**src/hdl/arp_pkg.sv**
```systemverilog
// Shared types, codes and sizes of the ARP cache resolver.
`default_nettype none
package arp_pkg;

    localparam int MAP_ENTRIES  = 16;
    localparam int PEND_ENTRIES = 8;
    localparam int MAP_IDX_W    = (MAP_ENTRIES > 1) ? $clog2(MAP_ENTRIES) : 1;
    localparam int PEND_IDX_W   = (PEND_ENTRIES > 1) ? $clog2(PEND_ENTRIES) : 1;
    localparam int SCAN_CYCLES  = (MAP_ENTRIES > PEND_ENTRIES) ? MAP_ENTRIES : PEND_ENTRIES;
    localparam int SCAN_CNT_W   = $clog2(SCAN_CYCLES + 1);

    localparam int MAC_W      = 48;
    localparam int IP_W       = 32;
    localparam int ELAPSED_W  = 16;
    localparam int MAP_AGE_W  = 15;
    localparam int PEND_AGE_W = 13;

    localparam logic [MAC_W-1:0]      MAC_BROADCAST    = '1;
    localparam logic [PEND_AGE_W-1:0] REQ_HOLD_RESET   = 13'd5000;
    localparam logic [MAP_AGE_W-1:0]  LIFETIME_RESET   = 15'd30000;
    localparam logic [MAP_AGE_W-1:0]  MAP_AGE_MAX      = '1;
    localparam logic [PEND_AGE_W-1:0] PEND_AGE_MAX     = '1;

    typedef enum logic [1:0] {
        CMD_SEND = 2'd0,
        CMD_RX   = 2'd1,
        CMD_TICK = 2'd2,
        CMD_NONE = 2'd3
    } cmd_t;

    typedef enum logic [1:0] {
        KIND_IPV4  = 2'd0,
        KIND_ARP   = 2'd1,
        KIND_OTHER = 2'd2,
        KIND_RSVD  = 2'd3
    } kind_t;

    typedef enum logic [2:0] {
        ACT_NONE   = 3'd0,
        ACT_SEND   = 3'd1,
        ACT_BCAST  = 3'd2,
        ACT_REPLY  = 3'd3,
        ACT_ACCEPT = 3'd4
    } act_t;

    typedef enum logic [1:0] {
        CFG_OWN_MAC  = 2'd0,
        CFG_OWN_IP   = 2'd1,
        CFG_REQ_HOLD = 2'd2,
        CFG_LIFETIME = 2'd3
    } cfg_idx_t;

    typedef enum logic [1:0] {
        ST_IDLE = 2'd0,
        ST_EVAL = 2'd1,
        ST_SCAN = 2'd2
    } state_t;

    typedef struct packed {
        logic                 tick;
        logic [ELAPSED_W-1:0] elapsed;
        logic [MAP_AGE_W-1:0] limit;
        logic                 wr;
        logic [IP_W-1:0]      ip;
        logic [MAC_W-1:0]     mac;
    } map_ctrl_t;

    typedef struct packed {
        logic                  tick;
        logic [ELAPSED_W-1:0]  elapsed;
        logic [PEND_AGE_W-1:0] limit;
        logic                  wr;
        logic [IP_W-1:0]       ip;
    } pend_ctrl_t;

    typedef struct packed {
        logic                 vld;
        logic [MAP_AGE_W-1:0] age;
        logic [MAP_IDX_W-1:0] idx;
    } map_cand_t;

    typedef struct packed {
        logic                  vld;
        logic [PEND_AGE_W-1:0] age;
        logic [PEND_IDX_W-1:0] idx;
    } pend_cand_t;

endpackage
`default_nettype wire

```
**src/hdl/arp_pend_cell.sv**
```systemverilog
// One entry of the pending request table with its aging and oldest-entry chain stage.
`default_nettype none
module arp_pend_cell (
    input  wire logic                           clk,
    input  wire logic                           rst_n,
    input  wire arp_pkg::pend_ctrl_t            ctrl,
    input  wire logic                           sel,
    input  wire logic [arp_pkg::PEND_IDX_W-1:0] my_idx,
    input  wire arp_pkg::pend_cand_t            cand_in,
    output arp_pkg::pend_cand_t                 cand_out,
    output logic                                valid,
    output logic                                hit
);

    logic                            valid_reg;
    logic [arp_pkg::IP_W-1:0]        ip_reg;
    logic [arp_pkg::PEND_AGE_W-1:0]  age_reg;
    logic [arp_pkg::PEND_AGE_W-1:0]  age_next;
    logic [arp_pkg::ELAPSED_W:0]     sum;
    arp_pkg::pend_cand_t             cand_reg;
    arp_pkg::pend_cand_t             cand_next;

    always_comb
    begin
        sum = {{(arp_pkg::ELAPSED_W + 1 - arp_pkg::PEND_AGE_W){1'b0}}, age_reg}
            + {1'b0, ctrl.elapsed};
        if (sum > {{(arp_pkg::ELAPSED_W + 1 - arp_pkg::PEND_AGE_W){1'b0}},
                   arp_pkg::PEND_AGE_MAX})
        begin
            age_next = arp_pkg::PEND_AGE_MAX;
        end
        else
        begin
            age_next = sum[arp_pkg::PEND_AGE_W-1:0];
        end
    end

    always_comb
    begin
        if (valid_reg && (!cand_in.vld || age_reg > cand_in.age))
        begin
            cand_next.vld = 1'b1;
            cand_next.age = age_reg;
            cand_next.idx = my_idx;
        end
        else
        begin
            cand_next = cand_in;
        end
    end

    always_ff @(posedge clk or negedge rst_n)
    begin
        if (!rst_n)
        begin
            valid_reg <= 1'b0;
            cand_reg  <= '0;
        end
        else
        begin
            cand_reg <= cand_next;
            if (sel && ctrl.wr)
            begin
                valid_reg <= 1'b1;
            end
            else if (ctrl.tick && valid_reg && age_next >= ctrl.limit)
            begin
                valid_reg <= 1'b0;
            end
        end
    end

    always_ff @(posedge clk)
    begin
        if (sel && ctrl.wr)
        begin
            ip_reg  <= ctrl.ip;
            age_reg <= '0;
        end
        else if (ctrl.tick && valid_reg)
        begin
            age_reg <= age_next;
        end
    end

    assign cand_out = cand_reg;
    assign valid    = valid_reg;
    assign hit      = valid_reg && (ip_reg == ctrl.ip);

endmodule
`default_nettype wire

```
**config.mk**
```make
export PLATFORM = sky130hd
export DESIGN_NAME = arp_pend_cell
export DESIGN_NICKNAME = d
export VERILOG_FILES = /design/src/hdl/arp_pkg.sv /design/src/hdl/arp_pend_cell.sv
export SDC_FILE = /design/constraint.sdc
export NUM_CORES = 1
export LEC_CHECK = 0
export BUFFER_PORTS_ARGS = -buffer_cell sky130_fd_sc_hd__buf_4
export CAP_MARGIN = 20
export CORE_MARGIN = 4
export CORE_UTILIZATION = 54
export DETAILED_ROUTE_END_ITERATION = 7
export GPL_ROUTABILITY_DRIVEN = 0
export PLACE_DENSITY_LB_ADDON = 0.15
export SYNTH_ARGS = -nofsm -noshare
export SYNTH_HDL_FRONTEND = slang
export SYNTH_SLANG_ARGS = --single-unit
```
**constraint.sdc**
```tcl
create_clock -name clk -period 4.4 [get_ports clk]
set_clock_uncertainty 0.1 [all_clocks]
set_input_delay 0.88 -clock clk [delete_from_list [all_inputs] [get_ports clk]]
set_output_delay 0.88 -clock clk [all_outputs]
set_load 0.05 [all_outputs]
```
# == After elaboration in Yosys (flattened, before gate mapping) ==
# Index checks and enable logic that the tools add are counted.
# word_totals
regBits,63
latchBits,0
ram_bits,0
mem_bits_ro,0
out_inout_bits,19
word_cells,23
mem_count,0
# op_classes
addsub,1
n_mul,0
div_mod_pow,0
magnitude_cmp,3
eq_ne,1
shifts,0
n_mux,4
bitwise,0
reduce_logical,8
# ops
cell,count
== test 32 bit,1
adder 13 x 16 -> 17 bit,1
"> comparator 17 x 13 -> 1 bit, second input constant",1
2-to-1 mux 17 bit,1
greater-or-equal comparator 13 bit,1
> comparator 13 bit,1
2-to-1 mux 13 bit,1
logical AND 1 bit,5
2-to-1 mux 1 bit,2
nonzero test 2 bit,1
zero test 1 bit,1
logical OR 1 bit,1

# == Longest topological paths before layout ==
# Gate-level depths: netlist of the first run.
# logic_depth
ltp_word,7
depth_mapped,17

# == Least setup slack after synthesis of the first run ==
# No wires, ideal clock.
# synth_timing
path_type,input -> output
start,input port ctrl[1] (netlist name)
end,output port hit
t_arrival_ps,3046
t_required_ps,3420
setup_slack_ps,374
path_stages,5
path_buffers,0
path_cell_list,xnor2_1 nand4_1 nor4_1 nand4_1 nor4_1
# synth_between
elab_chain_len,2
# synth_rtl
item,line,text
"start, declared",arp_pend_cell.sv:6,"input wire arp_pkg::pend_ctrl_t ctrl,"
== test 32 bit,arp_pend_cell.sv:88,assign hit = valid_reg && (ip_reg == ctrl.ip);
logical AND 1 bit,arp_pend_cell.sv:88,
"end, declared",arp_pend_cell.sv:12,output logic hit
# Every way passes these cells.

# == Worst setup path after layout of the first run ==
# layout_timing
start,input port ctrl[46] (netlist name)
end,"register valid_reg, in the netlist valid"
# layout_between
elab_chain_len,6
# layout_rtl
item,line,text
adder 13 x 16 -> 17 bit (*),arp_pend_cell.sv:26,"+ {1'b0, ctrl.elapsed};"
> comparator 17 x 13 -> 1 bit,arp_pend_cell.sv:27,"if (sum > {{(arp_pkg::ELAPSED_W + 1 - arp_pkg::PEND_AGE_W){1'b0}},"
2-to-1 mux 13 bit (*),arp_pend_cell.sv:27,
"named net age_next, one bit",arp_pend_cell.sv:18,logic [arp_pkg::PEND_AGE_W-1:0] age_next;
greater-or-equal comparator 13 bit (*),arp_pend_cell.sv:66,else if (ctrl.tick && valid_reg && age_next >= ctrl.limit)
logical AND 1 bit (*),arp_pend_cell.sv:66,
nonzero test 2 bit (no line) (*),-,
"end signal, assigned",arp_pend_cell.sv:56,valid_reg <= 1'b0;
"end signal, assigned",arp_pend_cell.sv:64,valid_reg <= 1'b1;
"end signal, assigned",arp_pend_cell.sv:68,valid_reg <= 1'b0;
"end, declared",arp_pend_cell.sv:15,logic valid_reg;
# Mark *: on every way through the listed nets, which the timed path passes. The rest lies on a longest branch.
# A chain may end at the register's enable or synchronous reset.

==> flow_metrics.tcl, run 1 <==
set metrics [dict create \
    dr.first_iter.drc_count 150 \
    min_period_over_period_pct 90.1 \
    wl_per_cell_microns 15.9 \
    busiest_layer "met2" \
    die_area_sq_um 9410 \
    worstSetupPathType "in2reg" \
    yosys.area.top_type "edfxtp_1" \
    clockBufferDepth 2 \
    hold_viol_final 0 \
    cts_htree_levels 3 \
    rsz0062_at_grt "no" \
    nFillCells 634 \
    required_ps 4580 \
    cp-start-kind "primary input" \
    fin_setup_tns_ps 0 \
    met2_usage_pct 36.5 \
    cts_hold_buf 0 \
    die_h_microns 97.0 \
    cts_tree "done" \
    power_density_nw_per_um2 458 \
    crit_path_end_kind "flop" \
    crit_chain "buf_4, ha_1, inv_1, fa_1, nand2b_1, a21oi_1, nor2_1, o31ai_1, xnor2_1, nand2_1, ha_1, a21o_1, a21oi_1, nor2b_1, a2111oi_0, o211ai_1, nand2_1" \
    crit_path_max_fanout 3 \
    timing.fmax_mhz 252 \
    diodes 0 \
    drc 0 \
    reg2regPathDepth 16 \
    netlist_area_sq_um 4280 \
    ant_nets 0 \
    initial_core_util_pct 55.3 \
    crit_slowest_cell "a2111oi_0" \
    synth_cell_type_count 49 \
    numCtsBuffers 9 \
    drive_gt1_share_pct 24.6 \
    slew_violations 0 \
    p_leak_nw 2.28 \
    synth_top_flop_cell "edfxtp_1" \
    vias_per_cell 5.83 \
    io_pins 105 \
    grt_max_degree 45 \
    min_path_type "in2async" \
    syn_nets 571 \
    cp.depth 17 \
    period_needed_ps 3960 \
    cp_top_family "compound AO/OA/AOI/OAI gates" \
    synth-seq-area-share_pct 39.1 \
    finalSetupViolations 0 \
    ys_seq_elements 63 \
    rows 32 \
    cts_sinks 63 \
    yosysWarnings 0 \
    vias 3787 \
    slew_headroom_pct 60.4 \
    yosys-top-cells-area "edfxtp_1, ha_1, dfrtp_1" \
    met3_usage_pct 4.54 \
    syn_area_per_cell_sq_um 9.61 \
    postCtsSetupBuffers 0 \
    synth_top_area_share_pct 22.5 \
    antenna_found_initial 0 \
    use_met1_pct 28.7 \
    synth_edf_count 32 \
    grt_overflow 0 \
    largest_reg_flops 32 \
    syn_inst 445 \
    portBuffers 104 \
    layout_common_cells "buf_4, ha_1, xnor2_1, edfxtp_1, inv_1" \
    grt_pass1_wl_mm 17.1 \
    grt_pass1_vias 3634 \
    core_sq_um 7730 \
    async_flop_share_pct 28.6 \
    grt_usage_pct 22.1 \
    drt_wl_total_mm 10.3 \
    num-nets-final 669 \
    cts_root_buffer "clkbuf_8" \
    place_hpwl_mm 7.99 \
    maxCapViolCount 0 \
    layout_commonest_cell "buf_4" \
    ir_drop_mv 0.259 \
    drtPass1Iterations 5 \
    critPathArrivalTime_ps 4140 \
    path_buf_inv 2 \
    post_cts_resized 0 \
    worst_slew_pin_slew_ps 579 \
    die-width_microns 97.0 \
    power_w 0.00243 \
    cp_slowest_stage_delay_ps 540 \
    clkLatencyLatePin_ps 330 \
    path_clk_slew_ps 70 \
    syn_to_final_growth_pct 24.3 \
    status "finished, final reports clean" \
]
[cell families after synthesis]
family,Yosys count,synth area share [%]
buf+inv,55,5.30
compound gates,126,19.8
flops,63,39.1
simple gates,118,15.1
fa+ha+maj,40,11.9
xor+xnor,43,8.81
[area by class of cell]
cell class                 count  area, sq um  share of cell area, %
clock buffer                  10          128                   2.40
clock inverter                 6         61.3                   1.15
inverter                      31          116                   2.19
multi-input combinational    327         2380                   44.7
sequential                    63         1670                   31.4
tap                          102          128                   2.40
timing repair buffer         111          833                   15.7
[worst register-to-register path: stages, from the launching register on]
cell	delay, ps
dfxtp_1	420
ha_1	240
inv_1	70
fa_1	390
nand2b_1	180
a21oi_1	250
nor2_1	80
o31ai_1	290
xnor2_1	190
nand2_1	90
ha_1	290
a21o_1	160
a21oi_1	140
nor2b_1	60
a2111oi_0	540
o211ai_1	170
nand2_1	90
[synth_stat cells, types with 7 or more instances]
| cell | count |
|---|---|
| o2111ai_1 | 17 |
| inv_1 | 30 |
| nand2_1 | 29 |
| xor2_1 | 9 |
| nand3_1 | 21 |
| ha_1 | 39 |
| xnor2_1 | 34 |
| nor2_1 | 8 |
| buf_2 | 7 |
| edfxtp_1 | 32 |
| dfxtp_1 | 13 |
| dfrtp_1 | 18 |
| a21o_1 | 9 |
| nand4_1 | 23 |
| nand3b_1 | 11 |
| a31oi_1 | 26 |
| o21ai_0 | 29 |
| a21oi_1 | 20 |
| clkbuf_1 | 14 |
[per-stage QoR]
stage | setup slack [ps] | area, sq um | hold slack [ps] | cells | util [%]
after floorplan | 374 | 4280 | 382 | 445 | -
after global routing | 140 | 5320 | 308 | 650 | 68.8
after detailed placement | 119 | 5120 | 446 | 633 | 66.3
final | 436 | 5320 | 303 | 650 | 68.8
after global placement | 203 | 5120 | 447 | 633 | 66.3
after CTS | 457 | 5310 | 300 | 649 | 68.7
[power by group]
group / total (W) / switching [W] / internal [W] / leakage (nW)
sequential: 0.000806 / 0.0000743 / 0.000732 / 0.617
clock: 0.000483 / 0.000223 / 0.000259 / 0.0960
combinational: 0.00115 / 0.000728 / 0.000418 / 1.57
total: 0.00243 / 0.00103 / 0.00141 / 2.28
[per-layer routing]
metal | up-vias | wire length (microns) | part of all wire (%)
li1 | 1870 | - | -
met3 | 20 | 637 | 6.2
met2 | 136 | 5150 | 50
met4 | 0 | 200 | 1.9
met1 | 1761 | 4350 | 42
met5 | - | 0 | 0
[worst paths after layout]
check | startpoint | slack [ps] | end
min | rst_n | 300 | cand_out[16]
max reg2reg | age_reg[0] | 600 | valid
min reg2reg | age_reg[4] | 450 | cand_out[7]
max in group asynchronous | rst_n | 3690 | cand_out[4]
max | ctrl[46] | 440 | valid
min in group clk | age_reg[4] | 450 | cand_out[7]
(Power assumes the default switching activity.)
==> run 2, diff against run 1 <==
CORE_UTILIZATION = 45   (was 54)
==> run 2 against run 1 <==
Against the previous run: die area rose by 18%; final area rose by 0.78%; power rose by 2.3%; count of clock-buffer cells in the layout rose by 1; combinational power barely moved; utilization fell by 11 points; clock power rose by 9.3%; sequential power barely moved; register-to-register slack got worse by 30 ps; via count fell by 0.11%; critical endpoint unchanged; largest power group unchanged.
==> flow_metrics.tcl, run 2 (synthesized netlist as in run 1, its figures left out) <==
set metrics [dict create \
    crit_path_end_kind "flop" \
    crit_start "ctrl[46]" \
    die_h_microns 105 \
    die-width_microns 105 \
    syn_to_final_growth_pct 25.3 \
    grt_pass1_wl_mm 17.4 \
    min_path_type "in2async" \
    p_leak_nw 2.28 \
    slew_headroom_pct 56.7 \
    reg2regPathDepth 16 \
    crit_end "valid" \
    largest_reg_flops 32 \
    rows 35 \
    required_ps 4570 \
    cts_htree_levels 3 \
    timing.fmax_mhz 249 \
    grt_max_degree 45 \
    cp_slowest_stage_delay_ps 580 \
    layout_commonest_cell "buf_4" \
    initial_core_util_pct 46.3 \
    hold_viol_final 0 \
    hold_ws_ps 307 \
    ir_drop_mv 0.200 \
    grt_pass1_vias 3644 \
    core_sq_um 9240 \
    cts_hold_buf 0 \
    worst_slew_pin_slew_ps 650 \
    drive_gt1_share_pct 23.9 \
    status "finished, final reports clean" \
    portBuffers 104 \
    slew_violations 0 \
    drt_wl_total_mm 10.8 \
    post_cts_resized 0 \
    path_clk_slew_ps 70 \
    dr.first_iter.drc_count 250 \
    critPathArrivalTime_ps 4180 \
    vias 3783 \
    ant_nets 0 \
    cp-start-kind "primary input" \
    cp_top_family "compound AO/OA/AOI/OAI gates" \
    grt_usage_pct 19.2 \
    pre_cts_slack_ps 94.1 \
    die_area_sq_um 11100 \
    wl_per_cell_microns 16.0 \
    power_w 0.00249 \
    path_buf_inv 2 \
    cp.depth 17 \
    power_density_nw_per_um2 465 \
    finalSetupViolations 0 \
    r2r_start "age_reg[0]" \
    worst_slack_ps 391 \
    diodes 0 \
    worstSetupPathType "in2reg" \
    rsz0062_at_grt "no" \
    drtPass1Iterations 7 \
    grt_overflow 0 \
    layout_common_cells "buf_4, ha_1, xnor2_1, edfxtp_1, inv_1" \
    crit_slowest_cell "a2111oi_0" \
    maxCapViolCount 0 \
    postCtsSetupBuffers 0 \
    cts_tree "done" \
    period_needed_ps 4010 \
    antenna_found_initial 0 \
    cts_root_buffer "clkbuf_8" \
    num-nets-final 668 \
    clockBufferDepth 2 \
    place_hpwl_mm 8.15 \
    crit_chain "buf_4, ha_1, inv_1, fa_1, nand2b_1, a21oi_1, nor2_1, o31ai_1, xnor2_1, nand2_1, ha_1, a21o_1, a21oi_1, nor2b_1, a2111oi_0, a221oi_1, nand2_1" \
    drc 0 \
    vias_per_cell 5.60 \
    io_pins 105 \
    cts_sinks 63 \
    clkLatencyLatePin_ps 330 \
    numCtsBuffers 9 \
    reg2reg_slack_ps 570 \
    fin_setup_tns_ps 0 \
    min_period_over_period_pct 91.1 \
    crit_path_max_fanout 3 \
    r2r_end "valid" \
]
-- run 2: changes by cell type in the layout (fill, tap and decap cells not counted) --
cell        change
clkbuf_1        +1
clkinvlp_4      -1
buf_4           -1
bufinv_16       +1
clkinv_1        +2
clkinv_4        -1
clkinv_2        -2
-- run 2: per-stage QoR --
stage	area (sq um)	utilization, %	std cells
after floorplan	4280	-	445
after global placement	5150	55.8	660
after detailed placement	5150	55.8	660
after CTS	5360	58.0	676
after global routing	5360	58.0	676
final	5360	58.0	676
-- run 2: cell type report --
| type | instances | area (sq um) |
|---|---|---|
| Fill cell | 832 | 3880 |
| Multi-Input combinational cell | 327 | 2380 |
| Sequential cell | 63 | 1670 |
| Timing Repair Buffer | 110 | 826 |
| Tap cell | 129 | 161 |
| Clock buffer | 11 | 131 |
| Inverter | 31 | 116 |
| Clock inverter | 5 | 72.6 |
-- run 2: worst min-delay path by stage --
| stage | start | end | slack, ps | cells after the start |
|---|---|---|---|---|
| 2_1_floorplan | age_reg[0] | cand_out[3] | 380 | 2 |
| 3_3_place_gp | age_reg[2] | cand_out[5] | 450 | 2 |
| 3_5_place_dp | age_reg[2] | cand_out[5] | 460 | 2 |
| 4_1_cts | rst_n | cand_out[7] | 300 | 1 |
| 5_1_grt | rst_n | cand_out[7] | 310 | 1 |
| 6_report | rst_n | cand_out[7] | 310 | 1 |
-- run 2: metal layers --
layer	wire (microns)	global-route usage, %	up-vias
met4	115	6.00	0
met3	693	3.31	10
met1	4830	26.4	1751
met2	5160	30.8	146
met5	0	0	-
li1	-	-	1876
-- run 2: where the power goes --
part           internal, W  switching (W)
registers         0.000732      0.0000729
logic             0.000417       0.000740
clock network     0.000315       0.000213
