## config.mk

```make
export PLATFORM = sky130hd
export DESIGN_NAME = arp_map_cell
export DESIGN_NICKNAME = d
export VERILOG_FILES = /design/src/hdl/arp_pkg.sv /design/src/hdl/arp_map_cell.sv
export SDC_FILE = /design/constraint.sdc
export NUM_CORES = 1
export LEC_CHECK = 0
export ABC_AREA = 1
export BUFFER_PORTS_ARGS = -buffer_cell sky130_fd_sc_hd__buf_2
export CAP_MARGIN = 15
export CORE_MARGIN = 2
export CORE_UTILIZATION = 47
export DETAILED_ROUTE_END_ITERATION = 16
export MAX_ROUTING_LAYER = met4
export PLACE_DENSITY_LB_ADDON = 0.25
export SLEW_MARGIN = 20
export SYNTH_ARGS = -nofsm -noshare
export SYNTH_HDL_FRONTEND = slang
export SYNTH_SLANG_ARGS = --single-unit
```

## constraint.sdc

```tcl
create_clock -name clk -period 3.1 [get_ports clk]
set_input_delay 0.155 -clock clk [delete_from_list [all_inputs] [get_ports clk]]
set_output_delay 0.155 -clock clk [all_outputs]
set_load 0.02 [all_outputs]
```

## src/hdl/arp_pkg.sv

```systemverilog
// Shared types, codes and sizes of the ARP cache resolver.
`default_nettype none
package arp_pkg;

    localparam int MAP_ENTRIES  = 16;
    localparam int PEND_ENTRIES = 8;
    localparam int MAP_IDX_W    = (MAP_ENTRIES > 1) ? $clog2(MAP_ENTRIES) : 1;
    localparam int PEND_IDX_W   = (PEND_ENTRIES > 1) ? $clog2(PEND_ENTRIES) : 1;
    localparam int SCAN_CYCLES  = (MAP_ENTRIES > PEND_ENTRIES) ? MAP_ENTRIES : PEND_ENTRIES;
    localparam int SCAN_CNT_W   = $clog2(SCAN_CYCLES + 1);

    localparam int MAC_W      = 48;
    localparam int IP_W       = 32;
    localparam int ELAPSED_W  = 16;
    localparam int MAP_AGE_W  = 15;
    localparam int PEND_AGE_W = 13;

    localparam logic [MAC_W-1:0]      MAC_BROADCAST    = '1;
    localparam logic [PEND_AGE_W-1:0] REQ_HOLD_RESET   = 13'd5000;
    localparam logic [MAP_AGE_W-1:0]  LIFETIME_RESET   = 15'd30000;
    localparam logic [MAP_AGE_W-1:0]  MAP_AGE_MAX      = '1;
    localparam logic [PEND_AGE_W-1:0] PEND_AGE_MAX     = '1;

    typedef enum logic [1:0] {
        CMD_SEND = 2'd0,
        CMD_RX   = 2'd1,
        CMD_TICK = 2'd2,
        CMD_NONE = 2'd3
    } cmd_t;

    typedef enum logic [1:0] {
        KIND_IPV4  = 2'd0,
        KIND_ARP   = 2'd1,
        KIND_OTHER = 2'd2,
        KIND_RSVD  = 2'd3
    } kind_t;

    typedef enum logic [2:0] {
        ACT_NONE   = 3'd0,
        ACT_SEND   = 3'd1,
        ACT_BCAST  = 3'd2,
        ACT_REPLY  = 3'd3,
        ACT_ACCEPT = 3'd4
    } act_t;

    typedef enum logic [1:0] {
        CFG_OWN_MAC  = 2'd0,
        CFG_OWN_IP   = 2'd1,
        CFG_REQ_HOLD = 2'd2,
        CFG_LIFETIME = 2'd3
    } cfg_idx_t;

    typedef enum logic [1:0] {
        ST_IDLE = 2'd0,
        ST_EVAL = 2'd1,
        ST_SCAN = 2'd2
    } state_t;

    typedef struct packed {
        logic                 tick;
        logic [ELAPSED_W-1:0] elapsed;
        logic [MAP_AGE_W-1:0] limit;
        logic                 wr;
        logic [IP_W-1:0]      ip;
        logic [MAC_W-1:0]     mac;
    } map_ctrl_t;

    typedef struct packed {
        logic                  tick;
        logic [ELAPSED_W-1:0]  elapsed;
        logic [PEND_AGE_W-1:0] limit;
        logic                  wr;
        logic [IP_W-1:0]       ip;
    } pend_ctrl_t;

    typedef struct packed {
        logic                 vld;
        logic [MAP_AGE_W-1:0] age;
        logic [MAP_IDX_W-1:0] idx;
    } map_cand_t;

    typedef struct packed {
        logic                  vld;
        logic [PEND_AGE_W-1:0] age;
        logic [PEND_IDX_W-1:0] idx;
    } pend_cand_t;

endpackage
`default_nettype wire

```

## src/hdl/arp_map_cell.sv

```systemverilog
// One entry of the IP-to-MAC cache with its aging and oldest-entry chain stage.
`default_nettype none
module arp_map_cell (
    input  wire logic                          clk,
    input  wire logic                          rst_n,
    input  wire arp_pkg::map_ctrl_t            ctrl,
    input  wire logic                          sel,
    input  wire logic [arp_pkg::MAP_IDX_W-1:0] my_idx,
    input  wire arp_pkg::map_cand_t            cand_in,
    output arp_pkg::map_cand_t                 cand_out,
    output logic                               valid,
    output logic                               hit,
    output logic [arp_pkg::MAC_W-1:0]          mac
);

    logic                            valid_reg;
    logic [arp_pkg::IP_W-1:0]        ip_reg;
    logic [arp_pkg::MAC_W-1:0]       mac_reg;
    logic [arp_pkg::MAP_AGE_W-1:0]   age_reg;
    logic [arp_pkg::MAP_AGE_W-1:0]   age_next;
    logic [arp_pkg::ELAPSED_W:0]     sum;
    arp_pkg::map_cand_t              cand_reg;
    arp_pkg::map_cand_t              cand_next;

    always_comb
    begin
        sum = {{(arp_pkg::ELAPSED_W + 1 - arp_pkg::MAP_AGE_W){1'b0}}, age_reg}
            + {1'b0, ctrl.elapsed};
        if (sum > {{(arp_pkg::ELAPSED_W + 1 - arp_pkg::MAP_AGE_W){1'b0}}, arp_pkg::MAP_AGE_MAX})
        begin
            age_next = arp_pkg::MAP_AGE_MAX;
        end
        else
        begin
            age_next = sum[arp_pkg::MAP_AGE_W-1:0];
        end
    end

    always_comb
    begin
        if (valid_reg && (!cand_in.vld || age_reg > cand_in.age))
        begin
            cand_next.vld = 1'b1;
            cand_next.age = age_reg;
            cand_next.idx = my_idx;
        end
        else
        begin
            cand_next = cand_in;
        end
    end

    always_ff @(posedge clk or negedge rst_n)
    begin
        if (!rst_n)
        begin
            valid_reg <= 1'b0;
            cand_reg  <= '0;
        end
        else
        begin
            cand_reg <= cand_next;
            if (sel && ctrl.wr)
            begin
                valid_reg <= 1'b1;
            end
            else if (ctrl.tick && valid_reg && age_next >= ctrl.limit)
            begin
                valid_reg <= 1'b0;
            end
        end
    end

    always_ff @(posedge clk)
    begin
        if (sel && ctrl.wr)
        begin
            ip_reg  <= ctrl.ip;
            mac_reg <= ctrl.mac;
            age_reg <= '0;
        end
        else if (ctrl.tick && valid_reg)
        begin
            age_reg <= age_next;
        end
    end

    assign cand_out = cand_reg;
    assign valid    = valid_reg;
    assign hit      = valid_reg && (ip_reg == ctrl.ip);
    assign mac      = mac_reg;

endmodule
`default_nettype wire

```

-- Word level (Yosys, flattened, before mapping)
Index checks and enable logic that the tools add are counted.
- bits of input ports: 140
- output and inout bits: 70
- logic and storage cells: 24
- bits in registers: 116
- eq/ne operators: 1
- add/sub/neg operators: 1
- mux-type cells: 4
- reduce and logical (&&, ||, !) cells: 8
- order comparisons: 3
- operator list (operator ; number):
    $eq A32 B32 Y1 ; 1
    $mux W20 ; 1
    $add A15 B16 Y17 ; 1
    $gt A17 B15 Y1 const B ; 1
    $ge A15 B15 Y1 ; 1
    $gt A15 B15 Y1 ; 1
    $mux W15 ; 1
    $logic_and A1 B1 Y1 ; 5
    $mux W1 ; 2
    $reduce_bool A2 Y1 ; 1
    $logic_not A1 Y1 ; 1
    $logic_or A1 B1 Y1 ; 1

-- Longest topological paths before layout
Gate-level depths: netlist (run 1).
- word-level depth: 7
- depth in mapped cells: 23
- depth with buffers taken out: 23

-- Least setup slack after synthesis (run 1)
Ideal clock, no wire load.
- kind: reg2reg
- start: reg age_reg[0] (netlist name)
- end: reg valid_reg, in the netlist valid
- stages on the path, launching flop included: 22
- setup slack: 410 ps
- path buffers: 1
- required time: 2974 ps
- arrival: 2564 ps
- setup time: 126 ps
- period minus slack after synthesis: 2690 ps
- cell sequence: dfxtp_1 -> ha_1 -> inv_1 -> fa_1 -> inv_1 -> nand3_1 -> nand3_1 -> nand3_2 -> nand3_2 -> nand2_2 -> nand3_4 -> buf_12 -> nor2_4 -> inv_1 -> ha_1 -> nand2_1 -> nor4b_1 -> nand2_1 -> nand3_1 -> nand2_1 -> nand2_1 -> nand2_1
- word-level cells in the longest chain between the ends: 6
- RTL lines (item ; RTL line ; source):
    from (decl) ; arp_map_cell.sv:19 ; logic [arp_pkg::MAP_AGE_W-1:0] age_reg;
    from (signal assigned) ; arp_map_cell.sv:84 ; age_reg <= age_next;
    $add A15 B16 Y17 * ; arp_map_cell.sv:28 ; + {1'b0, ctrl.elapsed};
    $gt A17 B15 Y1 ; arp_map_cell.sv:29 ; if (sum > {{(arp_pkg::ELAPSED_W + 1 - arp_pkg::MAP_AGE_W){1'b0}}, arp_pkg::MAP_AGE_MAX})
    $mux W15 * ; arp_map_cell.sv:29 ;
    named net age_next (one bit) ; arp_map_cell.sv:20 ; logic [arp_pkg::MAP_AGE_W-1:0] age_next;
    $ge A15 B15 Y1 * ; arp_map_cell.sv:67 ; else if (ctrl.tick && valid_reg && age_next >= ctrl.limit)
    $logic_and A1 B1 Y1 * ; arp_map_cell.sv:67 ;
    $reduce_bool A2 Y1 (no source line) * ; -- ;
    to (signal assigned) ; arp_map_cell.sv:57 ; valid_reg <= 1'b0;
    to (signal assigned) ; arp_map_cell.sv:65 ; valid_reg <= 1'b1;
    to (signal assigned) ; arp_map_cell.sv:69 ; valid_reg <= 1'b0;
    to (decl) ; arp_map_cell.sv:16 ; logic valid_reg;
The timed path passes the listed nets; every way through them passes the cells marked *.
A chain may end at the register's enable or synchronous reset.

-- Worst setup path in the final report (run 1)
- start: reg age_reg[13] (netlist name)
- end: reg valid_reg, in the netlist valid
The elaborated chain is that of the path after synthesis.

==> metrics, run 1 <==
share of cells above drive strength 1 30.0%; clk_skew 0.00794 ns; top sig layer met4; ANT cells 0; Startpoint Class register; FF/Latch Area 3230 µm²; CORE AREA 13100 µm²; CTS tree yes; Power Total 7.69 mW; final net count 1210; Hold Path Class in -> reg; Worst Path Arrival 3.17 ns; Crit path required time 3.37 ns; root buf cell clkbuf_16; critical path endpoint category register; FILL cells 940; Routed Antenna Nets 0; routed len/inst 16.6 µm; first-pass GRT wire length 30.9 mm; ratio of final minimum period to clock period 93.6%; Buffers on Ports 209; Hold Vio Cnt, Final 0; slew of the pin with the lowest slew margin 0.575 ns; DRT Wirelength 20.1 mm; gpl congestion 0.928; chip width 120 µm; Slew Viols, Final 0; Worst-Skew Late Latency 0.40 ns; status finished, final reports clean; Placement Setup Slack 0.0460 ns; Netlist Area Pre-Place 6270 µm²; worst r2r src age_reg[13]$_SDFFE_PP0P_; DP HPWL 13.2 mm; I/O pin total 210; final core utilization 71.0%; die area 14300 µm²; Power Density 824 nW/µm²; starting density of the core 47.7%; Max Clk Rate 345 MHz; dpl cell area 7670 µm²; cell mode on critical path nand2_1; clk buf depth 2; Max IR drop VDD 0.488 mV; met1 WL 7.73 mm; Warnings, synthesis 0; DRT iter0 DRCs 496; drt first pass iters 6; Max stage delay on crit path 0.37 ns; CP top delay family simple AND/OR/NAND/NOR gates; Vias 6059; Rows 42; # H-tree levels 4; clock slew seen by the registers of the worst setup and hold paths 0.05 ns; Final Cell Area 9330 µm²; flop2flop setup slack 0.20 ns; CTS buffer count 17; Synth async-reset ratio 18.1%; Mapped Nets 861; leak pwr 4.62 nW; metal2 WL 10.1 mm; Slowest-stage cell, CP ha_1; fin cells 1213; vias in the first global route 5937; dpl cells 1074; Vias/cell 5.00; largest net degree at the start of global routing 60; crit-path cells ha_1, nand2_1, nor2_2, and2_1, nand2_2, nand3_2, nand3_4, buf_12, nor2_4, inv_1, ha_1, nand2_1, nor4b_2, nand2_1, nand3_1, nand2_1, nand2_1, nand2_1; met3 routed WL 1.64 mm; syn avg cell area 9.29 µm²; Clock Sinks 116; FF+latch count, synth 116; GR Overflow Total 0; Post-Synthesis Cells 675; area occupied by multi-input gates 2580 µm²; MaxCap Viol Count 0; Seq/Total Area, Yosys 51.5%; Residual DRC 0; post-route setup slack 0.200 ns; number of setup violations in the final report 0; Reg2Reg Capture Point valid$_DFFE_PN0P_; Main synth FF type edfxtp_1; worst hold start ctrl[112]; Slew HR 61.6%; WP buf/inv 2; Syn-to-layout area delta 48.8%; synth unique cells 39; Post-synth EDFFs 80; Worst Hold Depth 4; Final min period 2.90 ns; overall routing resource usage 29.1%; Hold Path Sink valid$_DFFE_PN0P_; Worst Reg-to-Reg Cells 18; critical path class reg -> reg; antenna violations before repair 0; Die Ht 120 µm; max reg flops 48; crit-path max FO 6
## metrics by stage
step                TNS, ns  hold WS (ns)
floorplan                 0        -0.141
global placement          0         0.139
detailed placement        0         0.140
CTS                       0        0.0236
global route        -0.0208        0.0594
finish                    0        0.0314
## worst reg2reg max path: cells and delay by family, from the launching register on
family,cells,cell delay (ns)
buf+inv,2,0.21
flops,1,0.35
simple gates,14,1.57
fa+ha+maj,2,0.65
## power breakdown
group / internal [mW] / switching, mW
registers: 1.98 / 0.198
clock network: 1.09 / 0.681
logic: 1.51 / 2.23
total: 4.58 / 3.11
## synthesized netlist by cell type, types with 10 or more instances
library cell	n	area share [%]
nor2_1	37	2.2
nand2_1	168	10
dfrtp_1	21	8.4
a21oi_1	21	1.7
ha_1	45	9.0
o21ai_0	24	1.9
inv_1	115	6.9
nand4_1	11	1.1
dfxtp_1	15	4.8
a21oi_2	13	1.8
nand3_1	38	3.0
edfxtp_1	80	38
nor2_4	10	1.8
## routing by layer
metal	track usage, %	up-vias
li1	-	2929
met4	10.4	0
met1	33.2	2769
met2	51.1	311
met3	5.80	50
met5	-	-
## how the worst max path moves through the flow
stage	from	to	slack (ns)	cells after the start
finish	age_reg[13]$_SDFFE_PP0P_	valid$_DFFE_PN0P_	0.20	18
floorplan	age_reg[0]$_SDFFE_PP0P_	valid$_DFFE_PN0P_	0.41	21
global placement	age_reg[10]$_SDFFE_PP0P_	valid$_DFFE_PN0P_	0.09	19
global route	age_reg[13]$_SDFFE_PP0P_	valid$_DFFE_PN0P_	-0.02	20
detailed placement	age_reg[10]$_SDFFE_PP0P_	valid$_DFFE_PN0P_	0.05	19
CTS	age_reg[0]$_SDFFE_PP0P_	valid$_DFFE_PN0P_	0.02	19
## placed cells by master (no fill, tap or decap), types with 5 or more instances in the layout
cell type        n
buf_2          209
nand2_1        168
inv_1          114
dlygate4sd3_1  105
edfxtp_1        80
ha_1            43
nor2_1          37
nand3_1         36
o21ai_0         24
buf_4           23
a21oi_1         21
dfrtp_1         21
clkbuf_16       17
dfxtp_1         14
a21oi_2         12
nand4_1         11
nor2_4          10
o22ai_1          9
nand2_2          7
xor2_1           7
nor3_1           6
nand3_2          6
xnor2_1          5
a22o_1           5
## cell families after synthesis
| logic type | count (synthesis) | synth area share (%) |
|---|---|---|
| fa+ha+maj | 46 | 9.30 |
| xor+xnor | 12 | 1.68 |
| buf+inv | 128 | 8.04 |
| simple gates | 297 | 22.0 |
| flops | 116 | 51.5 |
| compound gates | 76 | 7.50 |
## cell type report
type | instances | area share [%]
Clock buffer | 21 | 4.72
Clock inverter | 11 | 0.939
Tap cell | 176 | 2.36
Timing Repair Buffer | 340 | 25.0
Inverter | 118 | 4.75
Multi-Input combinational cell | 431 | 27.6
Sequential cell | 116 | 34.6
## repair_timing
item,in CTS,in global routing
endpoints found under the setup margin,0,1
buffers inserted,0,2
gates resized for setup,0,8
hold buffers,105,0
endpoints found under the hold margin,121,0
Note: power is estimated with default switching activity, not from simulation.
==> run 2, diff against run 1 <==
--- a/config.mk
+++ b/config.mk
@@ -8,11 +8,14 @@
 export ABC_AREA = 1
 export BUFFER_PORTS_ARGS = -buffer_cell sky130_fd_sc_hd__buf_2
 export CAP_MARGIN = 15
+export CELL_PAD_IN_SITES_DETAIL_PLACEMENT = 1
+export CELL_PAD_IN_SITES_GLOBAL_PLACEMENT = 1
 export CORE_MARGIN = 2
-export CORE_UTILIZATION = 47
+export CORE_UTILIZATION = 41
 export DETAILED_ROUTE_END_ITERATION = 16
 export MAX_ROUTING_LAYER = met4
 export PLACE_DENSITY_LB_ADDON = 0.25
+export REMOVE_ABC_BUFFERS = 1
 export SLEW_MARGIN = 20
 export SYNTH_ARGS = -nofsm -noshare
 export SYNTH_HDL_FRONTEND = slang
==> constraint.sdc (replaced) <==
create_clock -name clk -period 3.4 [get_ports clk]
set_input_delay 0.17 -clock clk [delete_from_list [all_inputs] [get_ports clk]]
set_output_delay 0.17 -clock clk [all_outputs]
set_load 0.02 [all_outputs]
==> metrics, run 2 (synthesis results as in run 1) <==
status finished, final reports clean; routed len/inst 25.8 µm; I/O pin total 210; Reg2Reg Capture Point valid$_DFFE_PN0P_; Max IR drop VDD 0.371 mV; Final Cell Area 9150 µm²; Residual DRC 0; DP HPWL 16.0 mm; slew of the pin with the lowest slew margin 0.670 ns; MaxCap Viol Count 0; final net count 1185; Rows 45; number of setup violations in the final report 0; Combinational Power Share 46.8%; chip width 128 µm; Slew Viols, Final 0; GR Overflow Total 0; starting density of the core 41.6%; most frequent cells in the layout 209 x buf_2, 168 x nand2_1, 114 x inv_1; max reg flops 48; Fin Hold WS 0.0112 ns; Worst Path Arrival 3.43 ns; DRT Wirelength 31.0 mm; Internal 4.09 mW; Hold Vio Cnt, Final 0; # H-tree levels 4; Buffers on Ports 209; Clock Sinks 116; drt first pass iters 5; Critical Path Start age_reg[9]$_SDFFE_PP0P_; Vias 6660; Startpoint Class register; Routed Antenna Nets 0; largest net degree at the start of global routing 81; first-pass GRT wire length 42.5 mm; switching share of power 45.0%; Worst Hold Depth 3; CTS tree yes; Syn-to-layout area delta 45.9%; Power Total 7.43 mW; Switching Power 3.34 mW; clk_skew 0.0168 ns; critical path class reg -> reg; vias in the first global route 7075; Fin Setup TNS 0 ns; clock slew seen by the registers of the worst setup and hold paths 0.06 ns; area occupied by multi-input gates 2570 µm²; gpl congestion 0.938; dpl cells 1065; Slew HR 55.3%; share of cells above drive strength 1 29.3%; leak pwr 4.50 nW; overall routing resource usage 36.4%; fin cells 1202; flop2flop setup slack 0.25 ns; crit-path max FO 7; dpl cell area 7520 µm²; FILL cells 1768; clk buf depth 2; Die Ht 128 µm; worst hold start cand_in[9]; die area 16300 µm²; Hold Path Class in -> reg; Hold Path Sink cand_out[9]$_DFF_PN0_; commonest non-fill, non-tap cell in the layout buf_2; Worst Reg-to-Reg Cells 20; Crit path required time 3.68 ns; CORE AREA 15100 µm²; DRT iter0 DRCs 631; Final min period 3.15 ns; Worst-Skew Late Latency 0.43 ns; critical path endpoint category register; worst r2r src age_reg[9]$_SDFFE_PP0P_; ratio of final minimum period to clock period 92.6%; FF/Latch Area 3230 µm²; antenna violations before repair 2; root buf cell clkbuf_16; Max Clk Rate 317 MHz; CTS buffer count 17; Vias/cell 5.54; register share of total power 27.8%; clock power share 25.4%; Power Density 812 nW/µm²
==> run 2: timing repair <==
item                                    CTS  global route
endpoints found under the setup margin    0             1
setup buffers                             0             5
resized for setup                         0             7
hold buffers                             98             0
hold endpoints to repair                118             0
==> run 2: layout make-up <==
cell class	count	area share (%)
Multi-Input combinational cell	431	28.1
Antenna cell	2	0.0547
Tap cell	188	2.57
Inverter	118	4.84
Clock inverter	14	1.50
Clock buffer	18	4.69
Sequential cell	116	35.3
Timing Repair Buffer	315	23.0
==> run 2: power by group through the flow <==
stage	combinational, mW	clock (mW)	sequential, mW
6_report	3.47	1.89	2.07
3_5_place_dp	3.06	0	2.02
3_3_place_gp	2.93	0	2.00
4_1_cts	3.17	1.73	2.00
2_1_floorplan	1.93	0	2.19
5_1_grt	3.82	1.93	2.08
==> run 2: critical path, cell delays in order, from the launching register on <==
cell     delay [ns]
dfxtp_1        0.42
ha_1           0.32
nand2_1        0.15
inv_1          0.07
nand2_1        0.08
nand2_2        0.06
a21oi_2        0.23
nand2_2        0.10
nand2_4        0.09
nand3_4        0.14
buf_4          0.20
nor2_4         0.10
inv_1          0.05
ha_1           0.34
a21oi_1        0.08
o21ai_0        0.26
a21oi_1        0.08
nand3_1        0.09
nand2_1        0.05
nand2_1        0.05
nand2_1        0.05
==> run 2: how the worst max path moves through the flow <==
stage                     slack, ns                end  depth (start not counted)
after global placement         0.27  valid$_DFFE_PN0P_                         19
final                          0.25  valid$_DFFE_PN0P_                         20
after global routing          -0.02  valid$_DFFE_PN0P_                         23
after CTS                      0.11  valid$_DFFE_PN0P_                         19
after floorplan                0.58  valid$_DFFE_PN0P_                         19
after detailed placement       0.14  valid$_DFFE_PN0P_                         19
==> run 2: per-stage QoR <==
step	setup slack (ns)	utilization (%)
2_1_floorplan	0.584	-
3_3_place_gp	0.272	49.9
3_5_place_dp	0.136	49.9
4_1_cts	0.112	60.1
5_1_grt	-0.0224	60.6
6_report	0.250	60.6
==> run 2: layer usage <==
metal  vias up  global-route usage (%)  wire [µm]
li1       2875                       -          -
met1      3230                    40.0      11300
met2       430                    61.3      15300
met3       125                    9.27       2680
met4         0                    18.4       1690
met5         -                       -          0
